===== src/rtl/core/dvtu_pkg.sv =====
`timescale 1ns / 1ps
// Shared types, constants and helpers for the distance vector table update block.
// Used by dvtu_ctrl, dvtu_datapath and distance_vector_table_update; depends on nothing.

package dvtu_pkg;

  // Table geometry and distance encoding.
  localparam int NODE_W     = 4;
  localparam int MAX_NODES  = 1 << NODE_W;
  localparam int ADDR_W     = 2 * NODE_W;
  localparam int DIST_WIDTH = 8;
  localparam int NUM_W      = 5;
  localparam int CNT_W      = 5;
  localparam int KIND_W     = 2;

  typedef logic [DIST_WIDTH-1:0] dist_t;
  typedef logic [NODE_W-1:0]     node_t;
  typedef logic [ADDR_W-1:0]     addr_t;

  localparam dist_t DIST_UNREACH = '1;
  localparam dist_t DIST_SAT     = DIST_UNREACH - dist_t'(1);
  localparam logic [NUM_W-1:0] NUM_NODES_RST = NUM_W'(MAX_NODES);

  // Item kinds.
  localparam logic [KIND_W-1:0] KIND_EDGE = 2'd0;
  localparam logic [KIND_W-1:0] KIND_ADV  = 2'd1;
  localparam logic [KIND_W-1:0] KIND_READ = 2'd2;

  // Channel payloads.
  typedef struct packed {
    logic [KIND_W-1:0] kind;
    node_t             node_a;
    node_t             node_b;
  } in_item_t;

  typedef struct packed {
    logic             reachable;
    dist_t            distance;
    node_t            next_hop;
    logic [CNT_W-1:0] entries_changed;
  } out_item_t;

  // One routing table entry as stored in memory.
  typedef struct packed {
    dist_t metric;
    node_t hop;
  } entry_t;

  // Read port usage and write source selected by the controller.
  typedef enum logic [1:0] {
    RD_NONE,
    RD_ITEM,
    RD_SCAN
  } rd_sel_t;

  typedef enum logic [1:0] {
    WR_NONE,
    WR_AB,
    WR_BA
  } wr_sel_t;

  typedef struct packed {
    logic    latch_item;
    rd_sel_t rd_sel;
    wr_sel_t wr_sel;
    logic    cnt_inc;
    logic    cost_ld;
    logic    res_ld;
  } ctrl_cmd_t;

  typedef struct packed {
    logic              item_ok;
    logic [KIND_W-1:0] kind;
    logic              same_node;
    logic              cost_unreach;
    logic              scan_last;
    logic              out_busy;
  } ctrl_stat_t;

  // Value an entry holds before it is first written.
  function automatic entry_t reset_entry(addr_t addr);
    entry_t e;
    if (addr[ADDR_W-1:NODE_W] == addr[NODE_W-1:0]) begin
      e.metric = '0;
      e.hop    = addr[ADDR_W-1:NODE_W];
    end else begin
      e.metric = DIST_UNREACH;
      e.hop    = '0;
    end
    return e;
  endfunction

endpackage


===== src/rtl/core/dvtu_ctrl.sv =====
`timescale 1ns / 1ps
// Controller state machine for the distance vector table update block.
// Depends on dvtu_pkg for the command and status structs and the item kinds.

module dvtu_ctrl (
  input  logic                clk,
  input  logic                rst,
  input  logic                in_valid,
  output logic                in_ready,
  input  dvtu_pkg::ctrl_stat_t stat,
  output dvtu_pkg::ctrl_cmd_t  cmd
);

  typedef enum logic [2:0] {
    S_IDLE,
    S_DECODE,
    S_EDGE_B,
    S_COST,
    S_SCAN,
    S_DRAIN,
    S_FINISH
  } state_t;

  state_t state;
  state_t state_next;

  // State register.
  always_ff @(posedge clk) begin
    if (rst) begin
      state <= S_IDLE;
    end else begin
      state <= state_next;
    end
  end

  assign in_ready = (state == S_IDLE);

  // Next state and datapath commands.
  always_comb begin
    state_next     = state;
    cmd.latch_item = 1'b0;
    cmd.rd_sel     = dvtu_pkg::RD_NONE;
    cmd.wr_sel     = dvtu_pkg::WR_NONE;
    cmd.cnt_inc    = 1'b0;
    cmd.cost_ld    = 1'b0;
    cmd.res_ld     = 1'b0;
    case (state)
      S_IDLE: begin
        if (in_valid) begin
          cmd.latch_item = 1'b1;
          state_next     = S_DECODE;
        end
      end
      S_DECODE: begin
        state_next = S_FINISH;
        if (stat.item_ok) begin
          if (stat.kind == dvtu_pkg::KIND_EDGE && !stat.same_node) begin
            cmd.wr_sel = dvtu_pkg::WR_AB;
            state_next = S_EDGE_B;
          end else if (stat.kind == dvtu_pkg::KIND_READ) begin
            cmd.rd_sel = dvtu_pkg::RD_ITEM;
          end else if (stat.kind == dvtu_pkg::KIND_ADV && !stat.same_node) begin
            cmd.rd_sel = dvtu_pkg::RD_ITEM;
            state_next = S_COST;
          end
        end
      end
      S_EDGE_B: begin
        cmd.wr_sel = dvtu_pkg::WR_BA;
        state_next = S_FINISH;
      end
      S_COST: begin
        cmd.cost_ld = 1'b1;
        state_next  = stat.cost_unreach ? S_FINISH : S_SCAN;
      end
      S_SCAN: begin
        cmd.rd_sel  = dvtu_pkg::RD_SCAN;
        cmd.cnt_inc = 1'b1;
        if (stat.scan_last) begin
          state_next = S_DRAIN;
        end
      end
      S_DRAIN: begin
        // The last destination is compared and written in this cycle.
        state_next = S_FINISH;
      end
      S_FINISH: begin
        if (!stat.out_busy) begin
          cmd.res_ld = 1'b1;
          state_next = S_IDLE;
        end
      end
      default: begin
        state_next = S_IDLE;
      end
    endcase
  end

endmodule


===== config.mk =====
export PLATFORM = sky130hd
export DESIGN_NAME = dvtu_ctrl
export DESIGN_NICKNAME = d
export VERILOG_FILES = /design/src/rtl/core/dvtu_pkg.sv /design/src/rtl/core/dvtu_ctrl.sv
export SDC_FILE = /design/constraint.sdc
export NUM_CORES = 1
export LEC_CHECK = 0
export BUFFER_PORTS_ARGS = -buffer_cell sky130_fd_sc_hd__buf_2
export CAP_MARGIN = 20
export CELL_PAD_IN_SITES_DETAIL_PLACEMENT = 1
export CELL_PAD_IN_SITES_GLOBAL_PLACEMENT = 1
export CORE_AREA = 3 3 40 42
export CTS_BUF_LIST = sky130_fd_sc_hd__clkbuf_8
export CTS_CLUSTER_DIAMETER = 100
export DETAILED_ROUTE_END_ITERATION = 16
export DIE_AREA = 0 0 43 45
export GPL_ROUTABILITY_DRIVEN = 0
export MAX_ROUTING_LAYER = met4
export PLACE_DENSITY_LB_ADDON = 0.1
export SLEW_MARGIN = 10
export SYNTH_ARGS = -nofsm -noshare
export SYNTH_HDL_FRONTEND = slang
export SYNTH_SLANG_ARGS = --single-unit
export TNS_END_PERCENT = 20

===== constraint.sdc =====
create_clock -name clk -period 2.95 [get_ports clk]
set_clock_uncertainty 0.2 [all_clocks]
set_input_delay 0.1475 -clock clk [delete_from_list [all_inputs] [get_ports clk]]
set_output_delay 0.1475 -clock clk [all_outputs]
set_load 0.02 [all_outputs]

==> results.py <==
metrics = {
    "synthesis": {
        "synth_cell_types": 24,
        "synth_area_leaders": "dfxtp_1, nor3_2, nand2b_1",
        "yosysTopAreaCellShare": 0.211,
        "ys_seq_area_frac": 0.211,
        "ys_warn_count": 0,
        "syn_nets": 42,
        "synth-main-ff-cell": "dfxtp_1",
        "synth_area_um2": 284,
        "ys_ff_latch": 3,
        "synth_edf_count": 0,
        "synthCells": 32,
        "postSynthAreaPerCell_um2": 8.88,
        "synth_area_leader_cell": "dfxtp_1",
        "synth_common_cells": "dfxtp_1, nand2b_1",
        "synthArstFlopShare": 0,
    },
    "clocking": {
        "htree_num_levels": 1,
        "clk_latency_ns": 0.21,
        "ctsHoldBuffers": 1,
        "cts_root_buffer": "clkbuf_8",
        "path_clk_slew_ns": 0.03,
        "clockBufferDepth": 2,
        "cts_sinks": 3,
        "cts_tree": "built",
        "post_cts_buffers": 0,
        "cts_resized": 0,
        "cts_made_buffers": 3,
    },
    "worst_setup_path": {
        "endpoint_kind": "output port",
        "startpoint_type": "register",
        "r2r_setup_slack_ns": 1.47,
        "crit_chain": "and4bb_1 -> nand2_1 -> nor2_1 -> buf_2",
        "critical_path_buf_inv_count": 1,
        "cp_slowest_stage_delay_ns": 0.51,
        "worstPathArrival_ns": 1.34,
        "critPathSlowestCell": "dfxtp_1",
        "cp_max_fo": 11,
        "path_delay_family": "flip-flops",
        "required_ns": 2.60,
        "path_class": "register to output port",
    },
    "cells_and_area": {
        "fin_area_um2": 417,
        "fillers": 162,
        "multi_input_area_um2": 193,
        "final_cells": 66,
        "finish.utilization": 0.324,
        "syn_to_final_growth_pct": 46.7,
        "largest_reg_flops": 3,
        "antennaDiodeCount": 0,
        "final_net_count": 62,
        "final-seq-area_um2": 60.1,
        "top_regs": "state (3)",
        "drive_gt1_frac": 0.510,
        "regMostFlops": "state",
    },
    "run": {
        "maxCapViolations": 0,
    },
    "grt": {
        "grt_pass1_wl_mm": 1.42,
        "grt_overflow": 0,
        "grt_pass1_vias": 323,
        "antenna_found_initial": 0,
        "grt_max_degree": 13,
        "grt_use_total": 0.108,
    },
    "timing": {
        "slew_headroom": 0.745,
        "finalHoldViolations": 0,
        "fin_crit_sh": 0.571,
        "min_period_ns": 1.69,
        "max_clock_freq_ghz": 0.593,
        "finalSetupViolCount": 0,
        "timing.final.max_slew_violations": 0,
        "rsz0062_at_grt": "false",
        "tns_ns": 0,
        "tightestPinTransition_ns": 0.382,
    },
    "routing": {
        "wl_per_cell_um": 12.4,
        "first_pass_iters": 2,
        "routed_wl_um": 817,
        "ant_nets": 0,
        "drt_drc_violations_left": 0,
        "vias_per_cell": 4.48,
        "vias": 296,
        "first_iter_violations": 3,
    },
    "floorplanning": {
        "die_w_um": 43,
        "die-area_mm2": 0.00194,
        "die_h_um": 45,
        "io_pins": 19,
        "coreArea_mm2": 0.00128,
        "initial_core_util": 0.221,
        "core.rowCount": 13,
    },
    "placement": {
        "dpl.cell_count": 61,
        "place_area_um2": 362,
        "dpl.hpwl_um": 638,
        "portBuffers": 18,
    },
    "power_and_ir_drop": {
        "power_density_mw_per_mm2": 590,
        "p_leak_uw": 0.000205,
        "ir_drop_v": 0.000163,
    },
    "hold_path": {
        "hp-class": "primary input to register",
    },
    "outcome": {
        "status": "finished, final reports clean",
    },
}
-- metal layers --
metal	track usage	up-vias	share of wire
met2	0.147	9	0.53
met3	0.0398	0	0.061
li1	-	153	-
met4	0.108	0	0
met1	0.117	134	0.40
met5	-	-	0
-- through the flow --
step	setup slack [ns]	hold WS [ns]	power [µW]
after detailed placement	1.46	0.157	132
final	1.26	0.0156	246
after global placement	1.51	0.159	129
after global routing	1.12	0.0254	264
after floorplan	1.51	0.0172	114
after CTS	1.26	0.0137	251
-- worst register-to-register path, cell delays in order (launching register included) --
cell and delay [ns]:
dfxtp_1 0.54, mux2_2 0.38, a32oi_1 0.18, nor3_2 0.06
-- path summary, 6_finish.rpt --
path                               start  endpoint  cells past startpoint
worst max-delay path            state[0]    cmd[3]                      4
worst max register to register  state[2]  state[0]                      3
worst min-delay path             stat[2]  state[1]                      3
worst min register to register  state[0]  state[1]                      2
-- kinds of logic (layout without fill, tap and decap cells) --
logic type	after synthesis	after routing	synth area share
and+or+nand+nor	17	17	0.445
muxes	2	2	0.0749
DFF	3	3	0.211
AOI/OAI and AO/OA	6	6	0.159
buffers and inverters	4	23	0.110
-- power by group --
group | total, µW | internal, µW | switching (µW) | leakage (µW)
Combinational | 69.2 | 33.0 | 36.2 | 0.000154
Sequential | 62.0 | 46.4 | 15.5 | 0.0000248
Clock | 115 | 88.5 | 26.3 | 0.0000269
-- cell type report --
| class | instances | share of cell area |
|---|---|---|
| multi-input cells | 25 | 0.462 |
| repair buffers | 19 | 0.240 |
| flip-flops and latches | 3 | 0.144 |
| clock buffers | 3 | 0.0991 |
| well taps | 15 | 0.0450 |
| clock inverters | 1 | 0.00901 |
-- cell usage in the layout, fill, tap and decap left out, drive strengths merged, types with 2 or more instances in the layout --
cell type and n:
clkbuf 3, nor3 2, and2 2, nand2b 3
dfxtp 3, buf 18, nor2 3, and4bb 2
Power figures use the tool's default switching activity.
